**src/rtl/wavmix_pkg.sv**
```systemverilog
// ----------------------------------------------------------------------------
// wavmix_pkg
// Shared types, codes and defaults for the wavetable voice mixer.
// ----------------------------------------------------------------------------
package wavmix_pkg;

  // default sizes
  localparam int VOICES_DEF     = 8;
  localparam int WAVE_DEPTH_DEF = 1024;
  localparam int FRAC_BITS_DEF  = 12;

  // configuration port
  localparam int CFG_W     = 24;
  localparam int CFG_IDX_W = 3;
  localparam logic [CFG_IDX_W-1:0] CFG_ATTACK  = 3'd0;
  localparam logic [CFG_IDX_W-1:0] CFG_DECAY   = 3'd1;
  localparam logic [CFG_IDX_W-1:0] CFG_LEVEL   = 3'd2;
  localparam logic [CFG_IDX_W-1:0] CFG_SUSTAIN = 3'd3;
  localparam logic [CFG_IDX_W-1:0] CFG_RELEASE = 3'd4;
  localparam logic [CFG_IDX_W-1:0] CFG_ADSR    = 3'd5;

  // request operations
  localparam logic [1:0] OP_TICK = 2'd0;
  localparam logic [1:0] OP_PLAY = 2'd1;
  localparam logic [1:0] OP_STOP = 2'd2;
  localparam logic [1:0] OP_WAVE = 2'd3;

  // envelope phases
  localparam logic [2:0] ENV_OFF     = 3'd0;
  localparam logic [2:0] ENV_ATTACK  = 3'd1;
  localparam logic [2:0] ENV_DECAY   = 3'd2;
  localparam logic [2:0] ENV_SUSTAIN = 3'd3;
  localparam logic [2:0] ENV_RELEASE = 3'd4;

  localparam logic [17:0] FULL_VOL = 18'd65536;

  typedef struct packed {
    logic [1:0]         op;
    logic [19:0]        note_step;
    logic [9:0]         wave_addr;
    logic signed [7:0]  wave_data;
  } in_t;

  typedef struct packed {
    logic signed [7:0]  mixed_sample;
    logic               sample_valid;
    logic               play_accepted;
    logic [3:0]         active_voices;
  } out_t;

  // controller -> datapath commands
  typedef struct packed {
    logic load;
    logic exec;
    logic rd;
    logic mul;
    logic acc;
    logic fin;
  } ctl_t;

  // datapath -> controller status
  typedef struct packed {
    logic in_tick;
    logic last_voice;
  } sts_t;

endpackage

```
**src/rtl/wavmix_ctrl.sv**
```systemverilog
// ----------------------------------------------------------------------------
// wavmix_ctrl
// Sequencer: walks the voices for a tick, single step for other requests.
// ----------------------------------------------------------------------------
module wavmix_ctrl (
  input  logic               clk,
  input  logic               rst,
  input  logic               start,
  input  wavmix_pkg::sts_t   sts,
  output wavmix_pkg::ctl_t   ctl,
  output logic               busy
);
  import wavmix_pkg::*;

  localparam logic [2:0] ST_IDLE = 3'd0;
  localparam logic [2:0] ST_EXEC = 3'd1;
  localparam logic [2:0] ST_RD   = 3'd2;
  localparam logic [2:0] ST_MUL  = 3'd3;
  localparam logic [2:0] ST_ACC  = 3'd4;
  localparam logic [2:0] ST_FIN  = 3'd5;

  logic [2:0] state, state_next;

  // next state
  always_comb begin
    state_next = state;
    unique case (state)
      ST_IDLE: begin
        if (start) begin
          state_next = sts.in_tick ? ST_RD : ST_EXEC;
        end
      end
      ST_EXEC: state_next = ST_FIN;
      ST_RD:   state_next = ST_MUL;
      ST_MUL:  state_next = ST_ACC;
      ST_ACC:  state_next = sts.last_voice ? ST_FIN : ST_RD;
      ST_FIN:  state_next = ST_IDLE;
      default: state_next = ST_IDLE;
    endcase
  end

  always_ff @(posedge clk) begin
    if (rst) begin
      state <= ST_IDLE;
    end else begin
      state <= state_next;
    end
  end

  // command decode
  always_comb begin
    ctl.load = (state == ST_IDLE) && start;
    ctl.exec = (state == ST_EXEC);
    ctl.rd   = (state == ST_RD);
    ctl.mul  = (state == ST_MUL);
    ctl.acc  = (state == ST_ACC);
    ctl.fin  = (state == ST_FIN);
  end

  assign busy = (state != ST_IDLE);

endmodule

```
**config.mk**
```make
export PLATFORM = sky130hd
export DESIGN_NAME = wavmix_ctrl
export DESIGN_NICKNAME = d
export VERILOG_FILES = /design/src/rtl/wavmix_pkg.sv /design/src/rtl/wavmix_ctrl.sv
export SDC_FILE = /design/constraint.sdc
export NUM_CORES = 1
export LEC_CHECK = 0
export BUFFER_PORTS_ARGS = -buffer_cell sky130_fd_sc_hd__buf_2
export CORE_AREA = 4 4 41 43
export CTS_CLUSTER_SIZE = 14
export DETAILED_ROUTE_END_ITERATION = 8
export DIE_AREA = 0 0 45 47
export GPL_TIMING_DRIVEN = 0
export PLACE_DENSITY_LB_ADDON = 0.25
export SYNTH_ARGS = -nofsm -noshare
export SYNTH_HDL_FRONTEND = slang
export SYNTH_SLANG_ARGS = --single-unit
```
**constraint.sdc**
```tcl
create_clock -name clk -period 0.96 [get_ports clk]
set_input_delay 0.096 -clock clk [delete_from_list [all_inputs] [get_ports clk]]
set_output_delay 0.096 -clock clk [all_outputs]
set_load 0.005 [all_outputs]
```
**After elaboration in Yosys (flattened, before gate mapping)**

Index checks and enable logic that the tools add are counted.

- Add/subtract/negate cells: 0
- $mul: 0
- Divide/modulo/power cells: 0
- $lt $le $gt $ge: 0
- Equal/unequal tests: 6
- Shift-type cells: 0
- Muxes and demuxes: 4
- Bitwise logic cells: 0
- Reduce and logical (&&, ||, !) cells: 3

Operator list:

| cell | number |
|---|---|
| one-hot mux 3 bit (5 select lines) | 1 |
| == test 3 x 2 -> 1 bit, second input constant | 2 |
| == test 3 bit, second input constant | 2 |
| 2-to-1 mux 3 bit | 2 |
| == test 3 x 1 -> 1 bit, second input constant | 1 |
| logical NOT 3 bit | 1 |
| nonzero test 3 bit | 1 |
| 2-to-1 mux 2 bit | 1 |
| inequality test 2 bit, second input constant | 1 |
| logical AND 1 bit | 1 |

- Register bits after elaboration: 3
- Latch bits: 0
- RAM bits: 0
- Memory bits (read-only): 0
- Input port bits: 5
- Word-level logic and storage cells: 14
- Memories kept: 0

**Logic depth before layout (Yosys ltp)**

Gate-level depths: netlist of run 1.

- Depth after elaboration: 3
- Gate-level depth with buffers: 4

**Worst setup path after synthesis of run 1**

OpenSTA, ideal clock, no wires.

- Kind: reg2reg
- Start: register state[0]
- End: register state[1]
- Arrival: 943 ps
- Data required time: 844 ps
- Setup slack: -98 ps
- Cell stages (with the launch flop): 5
- Buffers on the path: 1
- Clock period less this slack: 1058 ps
- Cells stage by stage: dfxtp_1 > buf_6 > nor4_2 > nor3_2 > and3b_1

- Word-level cells in the longest chain between the ends: 2

RTL lines:

| what | RTL line | text |
|---|---|---|
| start: declaration | wavmix_ctrl.sv:22 | `logic [2:0] state, state_next;` |
| start signal: assignment | wavmix_ctrl.sv:46 | `state <= state_next;` |
| == test 3 bit (tied with other cells) | wavmix_ctrl.sv:27 | `unique case (state)` |
| one-hot mux 3 bit (5 select lines) / inequality test 2 bit (equally long branches) | - |  |

Several ways; a longest one is shown, not always the timed one.
A chain may end at the register's enable or synchronous reset.

==> results.cfg, run 1 <==
[job]
cap_violations = 0

[place]
gp_congestion = 0.614
post-place-ws_ns = -0.170
place_hpwl_um = 415
dp_cells = 51
placed_area_sq_um = 318
io_buffers = 11

[final_layout]
multi_input_area_sq_um = 168
fin_cells = 56
nets = 47
syn_to_final_growth_pct = 68.2
design_area_sq_um = 370
drive_above_1_share_pct = 68.3
regMostFlops = state
reg_top3 = state x3
largest_reg_flops = 3
antenna_cells = 0
fillers = 157
seqCellArea_sq_um = 65.1

[synthesis]
async_reset_ff_share_pct = 0
synth-seq-cells = 3
synth_seq_area_share_pct = 27.3
post-synth-top-count-cell = dfxtp_1
synthAdderAreaFrac_pct = 0
avgSynthCellArea_sq_um = 8.81
yosys-top-cells-area = dfxtp_1 27%, nor3b_1 6.8%, o21a_1 6.8%
synth_xor_area_share_pct = 0
yosys.area.top_type = dfxtp_1
synth_compound_area_share_pct = 17.0
synthMuxAreaShare_pct = 0
yosys_warnings = 0
synthTopCellsByCount = 3 x dfxtp_1, 2 x inv_1, 2 x nor2_1, 2 x nor3b_1, 2 x o21a_1
syn_inst = 25
synthFlopType = dfxtp_1
yosys.area_share.simple_pct = 44.9
syn-num-nets = 30
synth-edff-count = 0
synth_area_sq_um = 220
yosysTopAreaCellShare_pct = 27.3
synth.distinct_cells = 19
synth_top_family_by_area = simple AND/OR/NAND/NOR gates

[cts]
holdBufCountCts = 0
clock_path_buffers = 2
clock_sinks = 3
htree_levels = 1
clkTransAtPathRegs_ns = 0.04
insertion_delay_ns = 0.23
cts_tree = done
numCtsBuffers = 3
cts_root_buf = clkbuf_4

[critical_path]
cp_slowest_stage_delay_ns = 0.38
cp-start-kind = flop
cp_cell_sequence = buf_6, or3_4, nor2_2, buf_2
critPathKind = reg2out
crit_fanout = 2
path_depth = 4
critPathRequiredTime_ns = 0.86
cp_slowest_cell = or3_4
cp.arrival_ns = 1.22
end_kind = output pin
crit_family = simple AND/OR/NAND/NOR gates
crit_buf_inv = 2
rr_worst_depth = 5

[routing]
postRouteAntennaNets = 0
drt_iter0_markers = 2
drc = 0
drt_wl_total_um = 591
post_drt_wl_per_cell_um = 10.6
via_per_inst = 4.38
num_vias = 245
first_pass_iters = 3

[sta]
finalSetupViolations = 10
tightestPinTransition_ns = 0.224
fmax_mhz = 760
grt_setup_unrepaired = yes
layout_min_cycle_time_ns = 1.32
finalSetupTns_ns = -2.11
layout_setup_ws_ns = -0.355
relSlewSlack_pct = 85.0
slew_violations = 0
finalCritPeriodShare_pct = 137
skew_ns = 0.00317
hold_viol = 0
whs_ns = 0.126

[grt]
antenna_found_initial = 0
grt_max_degree = 11
overflow = 0
grt_util_all_layers_pct = 6.87
grt_pass1_vias = 243
grt_pass1_wl_um = 993

[min_path]
hold_depth = 3
hold_path.class = in2reg

[floorplan]
placementRows = 13
die_y_um = 47
io_pins = 12
fp.dieArea_sq_um = 2120
start_util_pct = 16.9
coreArea_sq_um = 1300
die_w_um = 45

[outcome]
violations = setup timing
status = finished with violations

[power]
cellPowerDensity_nw_per_um2 = 1760
p_leak_nw = 0.173
peakVddDrop_uv = 391
tightest hold or removal path, stage by stage:
cell and delay [ns]:
buf_2 0.08, nor3_2 0.05, o31a_1 0.09
metal layers:
metal  part of all wire, %  global-route usage, %
met5                     0                      0
met4                   3.6                   7.02
met3                   8.1                   2.30
met2                    42                   9.04
met1                    47                   8.39
final timing paths:
check	startpoint	to	slack, ns
setup / recovery	state[2]	ctl[5]	-0.36
hold / removal	rst	state[0]	0.13
setup reg to reg	state[2]	state[1]	-0.20
hold reg to reg	state[0]	state[2]	0.67
cell families (layout without fill, tap and decap cells):
family | after synthesis | after routing
flops | 3 | 3
buf+inv | 4 | 20
compound gates | 5 | 5
simple gates | 13 | 13
repair_timing:
item	CTS	global route
cloned	0	0
gates resized for setup	5	0
pin swaps	2	1
buffers inserted	1	0
setup endpoints to repair	10	10
through the flow:
stage | total power, mW | util [%]
final | 0.652 | 28.5
after floorplan | 0.339 | -
after detailed placement | 0.415 | 24.4
after global routing | 0.694 | 28.5
after CTS | 0.669 | 28.5
after global placement | 0.416 | 24.4
final cells by class:
cell class / instances / area share (%)
clock buffers: 4 / 7.09
inverters: 2 / 2.03
multi-input cells: 18 / 45.3
well taps: 15 / 5.07
flip-flops and latches: 3 / 17.6
repair buffers: 12 / 16.9
plain buffers: 2 / 6.08
where the power goes:
group / leakage [nW] / internal [mW] / switching, mW
Clock: 0.0150 / 0.156 / 0.0653
Combinational: 0.133 / 0.142 / 0.114
Sequential: 0.0258 / 0.148 / 0.0284
cells in the final DEF (no fill, tap or decap):
cell type and n:
nand2b_1 1, and2_4 1, a211oi_1 1, buf_4 1, nor2_2 1, o31a_1 1, clkbuf_4 3, dfxtp_1 1
o22ai_1 1, buf_2 11, nor3_2 2, and3b_1 1, or3_4 1, inv_1 2, and3_1 1, buf_6 2
dfxtp_2 1, o21a_1 2, nor4_4 1, nor2_1 1, clkbuf_1 1, dfxtp_4 1, nor3b_2 3
Note: power is estimated with default switching activity, not from simulation.
==> run 2: changes to the inputs <==
--- a/config.mk
+++ b/config.mk
@@ -5,6 +5,7 @@
 export SDC_FILE = /design/constraint.sdc
 export NUM_CORES = 1
 export LEC_CHECK = 0
+export ABC_AREA = 1
 export BUFFER_PORTS_ARGS = -buffer_cell sky130_fd_sc_hd__buf_2
 export CORE_AREA = 4 4 41 43
 export CTS_CLUSTER_SIZE = 14
==> run 2 against run 1 <==
  * The run still ends with setup timing left
  * Clock power hardly changed
  * First-iteration DRC count fell by 50%
  * Via count up 10%
  * Synthesized area down 2.8%
  * Non-clock buffer count is 2 higher
  * Total power is 31% higher
  * Combinational power grew 68%
  * Wire length decreased by 5.2%
  * Utilization up 2.0 points
  * Worst hold slack better by 0.0049 ns
  * Sequential cell count did not move
  * Register-to-register slack better by 0.09 ns
  * Critical path type unchanged
  * Critical endpoint unchanged
==> results.cfg, run 2 <==
[synthesis]
avgSynthCellArea_sq_um = 6.29
synth-seq-cells = 3
synth_area_sq_um = 214
syn-num-nets = 39
yosysTopAreaCellShare_pct = 28.1
post-synth-top-count-cell = nor2_1
synth_seq_area_share_pct = 28.1
synthFlopType = dfxtp_1
yosys-top-cells-area = dfxtp_1 28%, nor2_1 14%, inv_1 11%
async_reset_ff_share_pct = 0
synth-edff-count = 0
yosys.area.top_type = dfxtp_1
yosys_warnings = 0
synthTopCellsByCount = 8 x nor2_1, 6 x inv_1, 4 x nand3_1
syn_inst = 34
synth.distinct_cells = 14

[floorplan]
placementRows = 13
die_w_um = 45
die_y_um = 47
start_util_pct = 16.4
io_pins = 12
coreArea_sq_um = 1300
fp.dieArea_sq_um = 2120

[sta]
grt_setup_unrepaired = yes
layout_setup_ws_ns = -0.119
relSlewSlack_pct = 89.9
tightestPinTransition_ns = 0.151
finalSetupViolations = 10
layout_min_cycle_time_ns = 1.08
finalSetupTns_ns = -0.768
fmax_mhz = 927
hold_viol = 0
slew_violations = 0
skew_ns = 0.000204
whs_ns = 0.131
finalCritPeriodShare_pct = 112

[routing]
drt_wl_total_um = 560
post_drt_wl_per_cell_um = 8.12
postRouteAntennaNets = 0
via_per_inst = 3.91
drt_iter0_markers = 1
drc = 0
num_vias = 270
first_pass_iters = 2

[place]
place_hpwl_um = 401
io_buffers = 11
post-place-ws_ns = -0.0196
gp_congestion = 0.798

[power]
p_leak_nw = 0.209
p_sw_mw = 0.314
clockPowerShare_pct = 25.5
pwr-share-seq_pct = 24.5
power.share.combinational_pct = 50.0
power_mw = 0.855
p_int_mw = 0.541
peakVddDrop_uv = 680
cellPowerDensity_nw_per_um2 = 2160
swShare_pct = 36.7

[critical_path]
end_kind = output pin
path_depth = 4
crit_start = state[0]
crit_family = flip-flops
crit_end = ctl[5]
crit_buf_inv = 1
r2r_setup_slack_ns = -0.11
rr_worst_depth = 7
crit_fanout = 5
critPathRequiredTime_ns = 0.86
cp_slowest_cell = dfxtp_4
reg2reg_to = state[1]
critPathKind = reg2out
cp.arrival_ns = 0.98
cp-start-kind = flop
worstReg2RegStart = state[0]
cp_cell_sequence = nor2_4, nand2_4, nor2_2, buf_2
cp_slowest_stage_delay_ns = 0.35

[grt]
grt_util_all_layers_pct = 6.47
grt_pass1_vias = 247
grt_pass1_wl_um = 931
antenna_found_initial = 0
overflow = 0
grt_max_degree = 6

[cts]
clock_sinks = 3
htree_levels = 1
cts_root_buf = clkbuf_4
insertion_delay_ns = 0.23
clock_path_buffers = 2
numCtsBuffers = 3
clkTransAtPathRegs_ns = 0.04
cts_tree = done

[outcome]
status = finished with violations
violations = setup timing

[final_layout]
reg_top3 = state x3
layout_commonest_cell = buf_2
antenna_cells = 0
syn_to_final_growth_pct = 85.4
regMostFlops = state
largest_reg_flops = 3
layout_common_cells = 11 x buf_2, 7 x nor2_1, 4 x inv_1, 4 x buf_4
fillers = 162
drive_above_1_share_pct = 64.8
nets = 60

[job]
cap_violations = 0

[min_path]
hold_path.class = in2reg
[run 2: cell families (layout without fill, tap and decap cells)]
kind of cell,after synthesis,count (layout),synth area share [%]
flip-flops,3,3,28.1
AND/OR/NAND/NOR,21,21,51.5
buffers and inverters,8,28,14.0
AO/OA/AOI/OAI,2,2,6.43
[run 2: power by group through the flow]
stage          Combinational [mW]  Sequential, mW  Clock (mW)
2_1_floorplan               0.196           0.180           0
3_3_place_gp                0.284           0.187           0
3_5_place_dp                0.283           0.186           0
4_1_cts                     0.360           0.200       0.230
5_1_grt                     0.480           0.214       0.250
6_report                    0.428           0.209       0.218
[run 2: metal layers]
metal,up-vias,GRT usage [%],wire length (um)
li1,146,-,-
met1,117,6.80,256
met2,7,9.60,255
met3,0,4.60,47
met4,0,3.51,0
met5,-,0,0
[run 2: worst min-delay path, cell delays in order]
cell and delay, ns:
buf_2 0.08, nor2_2 0.04, o21ai_2 0.07, nor2_1 0.04
[run 2: how the worst min path moves through the flow]
stage                     to   from  slack, ns  cells after the start
floorplan           state[2]  start       0.25                      2
global route        state[1]    rst       0.14                      4
CTS                 state[2]    rst       0.13                      4
finish              state[2]    rst       0.13                      4
detailed placement  state[2]  start       0.38                      3
global placement    state[2]  start       0.38                      3
[run 2: metrics by stage]
stage,instances,utilization [%],instance area [sq um]
final,69,30.5,397
after global routing,69,30.5,397
after CTS,67,28.0,364
after detailed placement,60,22.1,288
after global placement,60,22.1,288
after floorplan,34,-,214
[run 2: final cells by class]
cell class / instances / area, sq um / share of cell area [%]
clock buffers: 4 / 26.3 / 6.62
inverters: 8 / 37.5 / 9.46
multi-input cells: 23 / 146 / 36.9
flip-flops and latches: 3 / 71.3 / 18.0
well taps: 15 / 18.8 / 4.73
repair buffers: 16 / 96.3 / 24.3
[run 2: repair_timing]
action / CTS / global route
buffers inserted: 3 / 2
pin swaps: 3 / 3
hold buffers: 0 / 0
resized for setup: 11 / 6
endpoints found under the setup margin: 9 / 10
==> run 3: changes to the inputs <==
--- a/config.mk
+++ b/config.mk
@@ -12,7 +12,6 @@
 export DETAILED_ROUTE_END_ITERATION = 8
 export DIE_AREA = 0 0 45 47
 export GPL_TIMING_DRIVEN = 0
-export PLACE_DENSITY_LB_ADDON = 0.25
 export SYNTH_ARGS = -nofsm -noshare
 export SYNTH_HDL_FRONTEND = slang
 export SYNTH_SLANG_ARGS = --single-unit
==> run 3 against run 2 <==
  * Utilization decreased by 0.67 points
  * The flow still finishes with violations (setup timing)
  * Global-route usage increased by 0.079 points
  * Maximum frequency decreased by 0.30%
  * Design area decreased by 2.2%
==> results.cfg, run 3 (synthesis gave the netlist of run 2 again) <==
[outcome]
status = finished with violations
violations = setup timing

[sta]
whs_ns = 0.129
slew_violations = 0
finalSetupViolations = 9
relSlewSlack_pct = 90.2
hold_viol = 0
fmax_mhz = 924
tightestPinTransition_ns = 0.147
finalSetupTns_ns = -0.562
skew_ns = 0.000814
layout_setup_ws_ns = -0.122
layout_min_cycle_time_ns = 1.08
finalCritPeriodShare_pct = 113
grt_setup_unrepaired = yes

[cts]
clock_path_buffers = 2
htree_levels = 1
cts_tree = done
clkTransAtPathRegs_ns = 0.04
cts_root_buf = clkbuf_4
numCtsBuffers = 3
clock_sinks = 3
insertion_delay_ns = 0.23

[routing]
drc = 0
first_pass_iters = 1
post_drt_wl_per_cell_um = 8.09
via_per_inst = 3.79
drt_iter0_markers = 0
postRouteAntennaNets = 0
num_vias = 265
drt_wl_total_um = 566

[power]
pwr-share-seq_pct = 24.2
swShare_pct = 36.7
peakVddDrop_uv = 461
power.share.combinational_pct = 49.7
p_int_mw = 0.520
clockPowerShare_pct = 26.1
cellPowerDensity_nw_per_um2 = 2120
power_mw = 0.821
p_leak_nw = 0.209
p_sw_mw = 0.301

[min_path]
hold_path.class = in2reg

[final_layout]
fin_cells = 70
drive_above_1_share_pct = 61.8
syn_to_final_growth_pct = 81.3
layout_commonest_cell = buf_2
regMostFlops = state
finish.utilization_pct = 29.8
reg_top3 = state x3
antenna_cells = 0
largest_reg_flops = 3
nets = 61
design_area_sq_um = 388
layout_common_cells = 11 x buf_2, 6 x nor2_1, 6 x buf_4
fillers = 149

[floorplan]
io_pins = 12
die_y_um = 47
die_w_um = 45
start_util_pct = 16.4
placementRows = 13
fp.dieArea_sq_um = 2120
coreArea_sq_um = 1300

[grt]
overflow = 0
antenna_found_initial = 0
grt_pass1_vias = 256
grt_max_degree = 6
grt_pass1_wl_um = 945
grt_util_all_layers_pct = 6.55

[job]
cap_violations = 0

[critical_path]
cp_cell_sequence = nor2_4, nand2_4, nor2_1, buf_2
end_kind = output pin
crit_family = flip-flops
cp-start-kind = flop
cp.arrival_ns = 0.99
critPathRequiredTime_ns = 0.86
crit_fanout = 4
cp_slowest_cell = dfxtp_2
cp_slowest_stage_delay_ns = 0.33
critPathKind = reg2out
crit_buf_inv = 1

[place]
dp_cells = 60
place_hpwl_um = 397
gp_congestion = 0.769
placed_area_sq_um = 288
post-place-ws_ns = -0.0195
io_buffers = 11
## run 3: tightest hold or removal path, cell delays in order
cell and delay (ns):
buf_2 0.08, nor2_2 0.03, o21ai_2 0.06, nor2_1 0.04
## run 3: area by class of cell
type,instances,area (sq um),share of cell area (%)
Sequential cell,3,68.8,17.7
Tap cell,15,18.8,4.84
Multi-Input combinational cell,23,139,35.8
Timing Repair Buffer,17,100,25.8
Inverter,8,35.0,9.03
Clock buffer,4,26.3,6.77
## run 3: worst paths after layout
check / from / endpoint / slack (ns) / cells past startpoint
max: state[1] / ctl[5] / -0.12 / 4
min: rst / state[2] / 0.13 / 4
max reg2reg: state[1] / state[0] / -0.02 / 6
min reg2reg: state[0] / state[2] / 0.54 / 2
## run 3: metal layers
metal / global-route usage [%] / wire length, um / share of wire, % / vias up
li1: - / - / - / 144
met1: 5.44 / 201 / 36 / 115
met2: 12.1 / 309 / 55 / 6
met3: 4.98 / 55 / 9.7 / 0
met4: 1.75 / 0 / 0 / 0
met5: 0 / 0 / 0 / -
## run 3: timing repair
action / in CTS / in global routing
setup endpoints to repair: 9 / 10
hold buffers: 0 / 0
setup buffers: 5 / 1
pin swaps: 1 / 1
gates resized for setup: 9 / 3
## run 3: power groups by stage
stage / clock network, mW / registers, mW / logic [mW]
floorplan: 0 / 0.180 / 0.196
global placement: 0 / 0.186 / 0.282
detailed placement: 0 / 0.186 / 0.284
CTS: 0.226 / 0.197 / 0.378
global route: 0.229 / 0.205 / 0.458
finish: 0.214 / 0.199 / 0.408
